[src/ir_pdd_pkg.sv]
`timescale 1ns / 1ps
// ----------------------------------------------------------------------------
// ir_pdd_pkg
// Shared types and constants of the IR pulse-distance command dimmer.
// ----------------------------------------------------------------------------
package ir_pdd_pkg;

	// fixed field widths
	localparam int TICK_W  = 9;
	localparam int CODE_W  = 64;
	localparam int SLOT_W  = 16;
	localparam int LEVEL_W = 16;
	localparam int CMD_W   = 3;
	localparam int CNT_OUT_W = 6;
	localparam int NUM_CODES = 5;
	localparam int NUM_WORDS = 4;
	localparam int CFG_IDX_W = 3;

	// interval counter saturation
	localparam logic [TICK_W-1:0] TICK_MAX = 9'd511;

	// configuration register indexes
	localparam logic [CFG_IDX_W-1:0] REG_CODE_PRESET_LOW  = 3'd0;
	localparam logic [CFG_IDX_W-1:0] REG_CODE_PRESET_MID  = 3'd1;
	localparam logic [CFG_IDX_W-1:0] REG_CODE_PRESET_HIGH = 3'd2;
	localparam logic [CFG_IDX_W-1:0] REG_CODE_STEP_UP     = 3'd3;
	localparam logic [CFG_IDX_W-1:0] REG_CODE_STEP_DOWN   = 3'd4;
	localparam logic [CFG_IDX_W-1:0] REG_ONE_BIT_MIN      = 3'd5;
	localparam logic [CFG_IDX_W-1:0] REG_ONE_BIT_MAX      = 3'd6;
	localparam logic [CFG_IDX_W-1:0] REG_FRAME_TIMEOUT    = 3'd7;

	// configuration reset values
	localparam logic [TICK_W-1:0] ONE_BIT_MIN_RST   = 9'd5;
	localparam logic [TICK_W-1:0] ONE_BIT_MAX_RST   = 9'd9;
	localparam logic [TICK_W-1:0] FRAME_TIMEOUT_RST = 9'd300;

	// command codes
	localparam logic [CMD_W-1:0] CMD_PRESET_LOW  = 3'd0;
	localparam logic [CMD_W-1:0] CMD_PRESET_MID  = 3'd1;
	localparam logic [CMD_W-1:0] CMD_PRESET_HIGH = 3'd2;
	localparam logic [CMD_W-1:0] CMD_STEP_UP     = 3'd3;
	localparam logic [CMD_W-1:0] CMD_STEP_DOWN   = 3'd4;

	// lamp levels
	localparam logic [LEVEL_W-1:0] LEVEL_RESET  = 16'd6550;
	localparam logic [LEVEL_W-1:0] LEVEL_LOW    = 16'd6550;
	localparam logic [LEVEL_W-1:0] LEVEL_MID    = 16'd26200;
	localparam logic [LEVEL_W-1:0] LEVEL_HIGH   = 16'd45850;
	localparam logic [LEVEL_W-1:0] LEVEL_MAX    = 16'hFFFF;
	localparam logic [LEVEL_W-1:0] STEP_UP      = 16'd1310;
	localparam logic [LEVEL_W-1:0] STEP_DOWN    = 16'd2620;

	// finished frame handed from the receiver to the command stage
	typedef struct packed {
		logic [CODE_W-1:0]    code;
		logic [CNT_OUT_W-1:0] bit_count;
	} frame_t;

endpackage

[src/ir_pdd_rx.sv]
`timescale 1ns / 1ps
// ----------------------------------------------------------------------------
// ir_pdd_rx
// Frame receiver: edge detection, interval counting and bit shifting. Reports
// a finished frame combinationally in the tick that ends it.
// ----------------------------------------------------------------------------
module ir_pdd_rx #(
	parameter int MAX_BITS   = 63,
	parameter int WORD_WIDTH = 16
) (
	input  logic                         clk,
	input  logic                         arst_n,
	input  logic                         take,
	input  logic                         ir_level,
	input  logic [ir_pdd_pkg::TICK_W-1:0] one_bit_min,
	input  logic [ir_pdd_pkg::TICK_W-1:0] one_bit_max,
	input  logic [ir_pdd_pkg::TICK_W-1:0] frame_timeout,
	output logic                         done,
	output ir_pdd_pkg::frame_t           frame
);
	import ir_pdd_pkg::*;

	localparam int CNT_W = $clog2(MAX_BITS + 1);

	logic                  recv_q;
	logic                  prev_q;
	logic [TICK_W-1:0]     interval_q;
	logic [CNT_W-1:0]      cnt_q;
	logic [WORD_WIDTH-1:0] words_q [NUM_WORDS];

	logic                  recv_n;
	logic [TICK_W-1:0]     interval_n;
	logic [CNT_W-1:0]      cnt_n;
	logic [WORD_WIDTH-1:0] words_n [NUM_WORDS];
	logic                  falling;
	logic                  bit_val;
	logic [TICK_W-1:0]     interval_inc;

	assign falling = prev_q & ~ir_level;

	// per-tick receiver update
	always_comb begin
		recv_n     = recv_q;
		interval_n = interval_q;
		cnt_n      = cnt_q;
		words_n    = words_q;
		done       = 1'b0;
		bit_val    = 1'b0;
		interval_inc = (interval_q < TICK_MAX) ? interval_q + 1'b1 : interval_q;
		if (!recv_q) begin
			if (falling) begin
				recv_n     = 1'b1;
				interval_n = '0;
				cnt_n      = '0;
				for (int k = 0; k < NUM_WORDS; k++) begin
					words_n[k] = '0;
				end
			end
		end else begin
			interval_n = interval_inc;
			if (falling) begin
				bit_val = (interval_inc > one_bit_min) && (interval_inc < one_bit_max);
				// word k takes bits k*WORD_WIDTH up to the next word boundary
				for (int k = 0; k < NUM_WORDS; k++) begin
					if (int'(cnt_q) >= k * WORD_WIDTH && int'(cnt_q) < (k + 1) * WORD_WIDTH) begin
						words_n[k] = {words_q[k][WORD_WIDTH-2:0], bit_val};
					end
				end
				cnt_n      = cnt_q + 1'b1;
				interval_n = '0;
				if (cnt_n >= CNT_W'(MAX_BITS)) begin
					done = 1'b1;
				end
			end
			if (interval_n >= frame_timeout) begin
				done = 1'b1;
			end
			if (done) begin
				recv_n = 1'b0;
			end
		end
	end

	// finished frame contents
	always_comb begin
		frame.code = '0;
		for (int k = 0; k < NUM_WORDS; k++) begin
			frame.code[k*SLOT_W +: SLOT_W] = SLOT_W'(words_n[k]);
		end
		frame.bit_count = CNT_OUT_W'(cnt_n);
	end

	// receiver state
	always_ff @(posedge clk or negedge arst_n) begin
		if (!arst_n) begin
			recv_q     <= 1'b0;
			prev_q     <= 1'b1;
			interval_q <= '0;
			cnt_q      <= '0;
			for (int k = 0; k < NUM_WORDS; k++) begin
				words_q[k] <= '0;
			end
		end else if (take) begin
			recv_q     <= recv_n;
			prev_q     <= ir_level;
			interval_q <= interval_n;
			cnt_q      <= cnt_n;
			words_q    <= words_n;
		end
	end

endmodule

[src/ir_pulse_distance_command_dimmer_core.sv]
`timescale 1ns / 1ps
// ----------------------------------------------------------------------------
// ir_pulse_distance_command_dimmer_core
// IR pulse-distance decoder with code matching and lamp level control.
// ----------------------------------------------------------------------------
// Takes one IR line sample per transaction and accepts a new sample every
// clock cycle while in_ready is high. The frame receiver updates in the
// cycle a sample is accepted; a finished frame is held in a stage register,
// then matched against the five configured codes and applied to the lamp
// level as it moves into an output register, where the result sits until
// taken. Input stalls only while both the stage and the output register
// hold results. Configuration writes are always ready and take effect at
// once; write them while no frame is in progress.
module ir_pulse_distance_command_dimmer_core #(
	parameter int MAX_BITS   = 63,
	parameter int WORD_WIDTH = 16
) (
	input  logic                             clk,
	input  logic                             arst_n,
	input  logic                             in_valid,
	output logic                             in_ready,
	input  logic                             ir_level,
	output logic                             out_valid,
	input  logic                             out_ready,
	output logic                             matched,
	output logic [ir_pdd_pkg::CMD_W-1:0]     command_index,
	output logic [ir_pdd_pkg::LEVEL_W-1:0]   drive_level,
	output logic [ir_pdd_pkg::CNT_OUT_W-1:0] bits_received,
	input  logic                             cfg_valid,
	output logic                             cfg_ready,
	input  logic [ir_pdd_pkg::CFG_IDX_W-1:0] cfg_index,
	input  logic [ir_pdd_pkg::CODE_W-1:0]    cfg_data
);
	import ir_pdd_pkg::*;

	logic [CODE_W-1:0]  code_q [NUM_CODES];
	logic [TICK_W-1:0]  one_bit_min_q;
	logic [TICK_W-1:0]  one_bit_max_q;
	logic [TICK_W-1:0]  frame_timeout_q;
	logic [LEVEL_W-1:0] level_q;

	logic     in_fire;
	logic     rx_done;
	frame_t   rx_frame;
	logic     valid_s1;
	frame_t   frame_s1;
	logic     adv_s1;

	logic               hit;
	logic [CMD_W-1:0]   cmd;
	logic [LEVEL_W-1:0] level_n;
	logic [LEVEL_W:0]   level_sum;

	logic               out_valid_q;
	logic               matched_q;
	logic [CMD_W-1:0]   cmd_q;
	logic [LEVEL_W-1:0] drive_q;
	logic [CNT_OUT_W-1:0] bits_q;

	// handshakes
	assign adv_s1    = !out_valid_q || out_ready;
	assign in_ready  = !valid_s1 || adv_s1;
	assign in_fire   = in_valid && in_ready;
	assign cfg_ready = 1'b1;

	// configuration registers
	always_ff @(posedge clk or negedge arst_n) begin
		if (!arst_n) begin
			for (int i = 0; i < NUM_CODES; i++) begin
				code_q[i] <= '0;
			end
			one_bit_min_q   <= ONE_BIT_MIN_RST;
			one_bit_max_q   <= ONE_BIT_MAX_RST;
			frame_timeout_q <= FRAME_TIMEOUT_RST;
		end else if (cfg_valid) begin
			case (cfg_index)
				REG_CODE_PRESET_LOW:  code_q[0] <= cfg_data;
				REG_CODE_PRESET_MID:  code_q[1] <= cfg_data;
				REG_CODE_PRESET_HIGH: code_q[2] <= cfg_data;
				REG_CODE_STEP_UP:     code_q[3] <= cfg_data;
				REG_CODE_STEP_DOWN:   code_q[4] <= cfg_data;
				REG_ONE_BIT_MIN:      one_bit_min_q <= cfg_data[TICK_W-1:0];
				REG_ONE_BIT_MAX:      one_bit_max_q <= cfg_data[TICK_W-1:0];
				REG_FRAME_TIMEOUT:    frame_timeout_q <= cfg_data[TICK_W-1:0];
				default: ;
			endcase
		end
	end

	// frame receiver
	ir_pdd_rx #(
		.MAX_BITS   (MAX_BITS),
		.WORD_WIDTH (WORD_WIDTH)
	) u_rx (
		.clk           (clk),
		.arst_n        (arst_n),
		.take          (in_fire),
		.ir_level      (ir_level),
		.one_bit_min   (one_bit_min_q),
		.one_bit_max   (one_bit_max_q),
		.frame_timeout (frame_timeout_q),
		.done          (rx_done),
		.frame         (rx_frame)
	);

	// finished frame stage
	always_ff @(posedge clk or negedge arst_n) begin
		if (!arst_n) begin
			valid_s1 <= 1'b0;
		end else if (in_fire) begin
			valid_s1 <= rx_done;
		end else if (adv_s1) begin
			valid_s1 <= 1'b0;
		end
	end

	always_ff @(posedge clk) begin
		if (in_fire && rx_done) begin
			frame_s1 <= rx_frame;
		end
	end

	// code match, first entry wins
	always_comb begin
		hit = 1'b0;
		cmd = CMD_PRESET_LOW;
		for (int i = NUM_CODES - 1; i >= 0; i--) begin
			if (code_q[i] == frame_s1.code) begin
				hit = 1'b1;
				cmd = CMD_W'(i);
			end
		end
	end

	// level update
	always_comb begin
		level_sum = {1'b0, level_q} + {1'b0, STEP_UP};
		level_n   = level_q;
		if (hit) begin
			case (cmd)
				CMD_PRESET_LOW:  level_n = LEVEL_LOW;
				CMD_PRESET_MID:  level_n = LEVEL_MID;
				CMD_PRESET_HIGH: level_n = LEVEL_HIGH;
				CMD_STEP_UP:     level_n = level_sum[LEVEL_W] ? LEVEL_MAX : level_sum[LEVEL_W-1:0];
				CMD_STEP_DOWN:   level_n = (level_q < STEP_DOWN) ? '0 : level_q - STEP_DOWN;
				default:         level_n = level_q;
			endcase
		end
	end

	always_ff @(posedge clk or negedge arst_n) begin
		if (!arst_n) begin
			level_q     <= LEVEL_RESET;
			out_valid_q <= 1'b0;
		end else if (adv_s1) begin
			out_valid_q <= valid_s1;
			if (valid_s1) begin
				level_q <= level_n;
			end
		end
	end

	// result register
	always_ff @(posedge clk) begin
		if (adv_s1 && valid_s1) begin
			matched_q <= hit;
			cmd_q     <= cmd;
			drive_q   <= level_n;
			bits_q    <= frame_s1.bit_count;
		end
	end

	assign out_valid     = out_valid_q;
	assign matched       = matched_q;
	assign command_index = cmd_q;
	assign drive_level   = drive_q;
	assign bits_received = bits_q;

endmodule

[config.mk]
export PLATFORM = sky130hd
export DESIGN_NAME = ir_pulse_distance_command_dimmer_core
export DESIGN_NICKNAME = d
export VERILOG_FILES = /design/src/ir_pdd_pkg.sv /design/src/ir_pdd_rx.sv /design/src/ir_pulse_distance_command_dimmer_core.sv
export SDC_FILE = /design/constraint.sdc
export NUM_CORES = 1
export LEC_CHECK = 0
export BUFFER_PORTS_ARGS = -buffer_cell sky130_fd_sc_hd__buf_2
export CORE_ASPECT_RATIO = 1.5
export CORE_MARGIN = 2
export CORE_UTILIZATION = 30
export CTS_BUF_LIST = sky130_fd_sc_hd__clkbuf_8
export CTS_CLUSTER_DIAMETER = 100
export CTS_CLUSTER_SIZE = 28
export DETAILED_ROUTE_END_ITERATION = 10
export PLACE_DENSITY = 0.48
export RECOVER_POWER = 50
export SYNTH_ARGS = -nofsm -noshare
export SYNTH_HDL_FRONTEND = slang
export SYNTH_SLANG_ARGS = --single-unit
[constraint.sdc]
create_clock -name clk -period 23.1 [get_ports clk]
set_clock_uncertainty 0.2 [all_clocks]
set_input_delay 1.155 -clock clk [delete_from_list [all_inputs] [get_ports clk]]
set_output_delay 1.155 -clock clk [all_outputs]
set_load 0.01 [all_outputs]
==> reports/qor.yml <==
logic_synthesis:
  synth_ff_type: "dfrtp_1"
  ys_types: 74
  synth.most_common_cell: "dfrtp_1"
  synthTopCellsByCount: "430 x dfrtp_1, 354 x mux2_2, 262 x xnor2_1, 236 x nand2_1, 121 x clkbuf_1"
  postSynthAreaPerCell_um2: 11.9
  ys_async_sr_fraction: 0.823
  synth_top_cell_by_area: "dfrtp_1"
  seq_area_frac_synth: 0.530
  yosys-top-cells-area: "dfrtp_1 41%, mux2_2 15%, edfxtp_1 11%"
  syn_area_um2: 26500
  synth_edf_count: 96
  ys_warn_count: 0
  synth_cells: 2220
  syn_nets: 2327
  synth_seq_cells: 542
  synth_top_area_share: 0.406
cells_and_area:
  drive_gt1_frac: 0.222
  n_fill_cell: 8770
  area_growth_syn_to_layout_pct: 6.72
  final_nets: 2318
clock_tree:
  clkSinkCount: 542
  clkLatencyLatePin_ns: 0.71
  holdBufCountCts: 0
  path_clk_slew_ns: 0.18
  clockBufferDepth: 3
  post-cts-setup-buffer-count: 0
  cts_inserted_buffers: 23
  cts_tree: "built"
  htreeDepth: 1
  ctsResizeCount: 0
  root_buffer: "clkbuf_8"
placed_design:
  dp_hpwl_um: 61400
  place.gp.congestion: 0.879
  post-place-ws_ns: 18.30
  portBuffers: 100
power_and_ir_drop:
  total_power_mw: 2.21
  powerDensity_nw_per_um2: 78.1
  p_leak_nw: 11.1
  ir_worst_vdd_v: 0.0000383
route:
  ant_nets: 0
  vias: 16900
  avgRoutedWirePerCell_um: 24.4
  wirelength_um: 82500
  vias_per_cell: 5.00
  drtPass1Iterations: 7
  drc: 0
  dr.first_iter.drc_count: 893
outcome:
  status: "complete, but fails checks"
  violations: "max-capacitance violations, max-slew violations"
worst_hold_path:
  holdCritStartpoint: "frame_s1[0]$_DFFE_PP_"
  hold_class: "reg -> reg"
  hold_depth: 0
  holdPathEnd: "bits_received[0]$_DFFE_PP_"
setup_path:
  r2r_start: "out_valid$_DFFE_PN0P_"
  critPathKind: "in -> async"
  crit_fanout: 102
  rr_endpoint: "u_rx.words_q[16]$_DFFE_PN0P_"
  arrival_ns: 10.18
  cp.required_ns: 23.66
  crit_path_end_kind: "asynchronous set/reset pin"
  crit_path_start_kind: "input pin"
  reg2reg_depth: 6
  ff2ff_setup_slack_ns: 17.71
sta:
  rsz0062_at_grt: "false"
  worst_pin_slew_ns: 5.72
  setup_slack_ns: 13.48
  finalMaxSlewViolations: 538
  hold_violations: 0
  setup_tns_ns: 0
  setup_violations: 0
  max_freq_mhz: 104
  timing.final.crit_share: 0.416
  maxSlewHeadroom: -2.81
  timing.final.crit_period_ns: 9.62
die:
  die_h_um: 368
  die_x_um: 247
  start_util: 0.302
  die-area_um2: 90800
  num_io_pins: 102
  rows: 133
  coreArea_um2: 87700
global_routing:
  overflow: 0
  grt_pass1_vias: 17500
  grtUsageTotal: 0.182
  antenna_found_initial: 17
  grt_max_degree: 161
  grt_pass1_wl_um: 121000
job:
  cap_violations: 10
==> placed cells by master (no fill, tap or decap), drive strengths merged, types with 5 or more instances in the layout <==
cell type,count
a21oi,33
and2,10
edfxtp,96
dfstp,16
nand3,26
a21boi,5
a22oi,10
o21ai,50
a21o,8
buf,79
xnor2,262
mux2i,16
a211oi,6
diode,6
ha,34
inv,62
nor2,54
and3,8
clkbuf,70
nand4,78
o21a,6
a22o,47
a311oi,5
nor4,36
nand2,236
xor2,72
a31oi,12
dfrtp,430
mux2,354
o211ai,7
nor3,18
nand2b,11
==> cells by family after synthesis <==
| kind of cell | synth area share |
|---|---|
| XOR/XNOR | 0.110 |
| buffers and inverters | 0.0332 |
| adder cells (fa/ha/maj) | 0.0160 |
| AND/OR/NAND/NOR | 0.0923 |
| multiplexers | 0.156 |
| flip-flops | 0.530 |
| AO/OA/AOI/OAI | 0.0612 |
| other | 0.000141 |
==> worst max-delay path, stage by stage <==
cell and delay [ns]:
clkbuf_1 3.91, clkbuf_1 2.98, buf_4 1.12, buf_4 0.75
==> report_power, final <==
part	internal [mW]	switching (mW)	leakage, nW	total [mW]
combinational	0.256	0.274	4.65	0.530
sequential	1.14	0.136	6.24	1.27
clock	0.0993	0.307	0.256	0.407
total	1.49	0.717	11.1	2.21
==> layout make-up <==
cell class                      instances  area [um2]  area share
Clock inverter                         17        72.6     0.00256
Timing Repair Buffer                  125         606      0.0214
Sequential cell                       542       14100       0.497
Multi-Input combinational cell       1472       11600       0.410
Tap cell                             1147        1440      0.0507
Clock buffer                           24         330      0.0117
Inverter                               47         176     0.00623
Antenna cell                            6        15.0    0.000531
==> routing by layer <==
metal  track usage  vias to the layer above  wire length [um]
met5             0                        -               127
met4        0.0721                       20              3450
met1         0.210                     8703             32200
met3        0.0236                      122              2790
li1              -                     7734                 -
met2         0.336                      321             44000
==> through the flow <==
step	area [um2]	hold WS [ns]	instances	utilization
global route	28300	0.258	3376	0.323
floorplan	26500	0.200	2220	-
detailed placement	28000	0.208	3333	0.319
global placement	28000	0.232	3333	0.319
CTS	28400	0.252	3374	0.324
finish	28300	0.248	3380	0.323
==> state kept, by name, indices dropped and copies added (netlist names), 3 cells and up <==
name / count
code_q: 320
frame_s1: 70
u_rx.words_q: 64
drive_level: 16
level_q: 16
frame_timeout_q: 9
one_bit_max_q: 9
one_bit_min_q: 9
u_rx.interval_q: 9
bits_received: 6
u_rx.cnt_q: 6
command_index: 3
==> worst max path at each step <==
stage,from,slack (ns),endpoint
after detailed placement,arst_n,18.30,code_q[36]$_DFFE_PN0P_
after global placement,u_rx.interval_q[3]$_DFFE_PN0P_,18.27,frame_s1[54]$_DFFE_PP_
after global routing,arst_n,11.93,u_rx.words_q[28]$_DFFE_PN0P_
final,arst_n,13.48,u_rx.words_q[28]$_DFFE_PN0P_
after CTS,u_rx.interval_q[3]$_DFFE_PN0P_,18.30,frame_s1[54]$_DFFE_PP_
after floorplan,ir_level,14.40,frame_s1[0]$_DFFE_PP_
(Power assumes the default switching activity.)
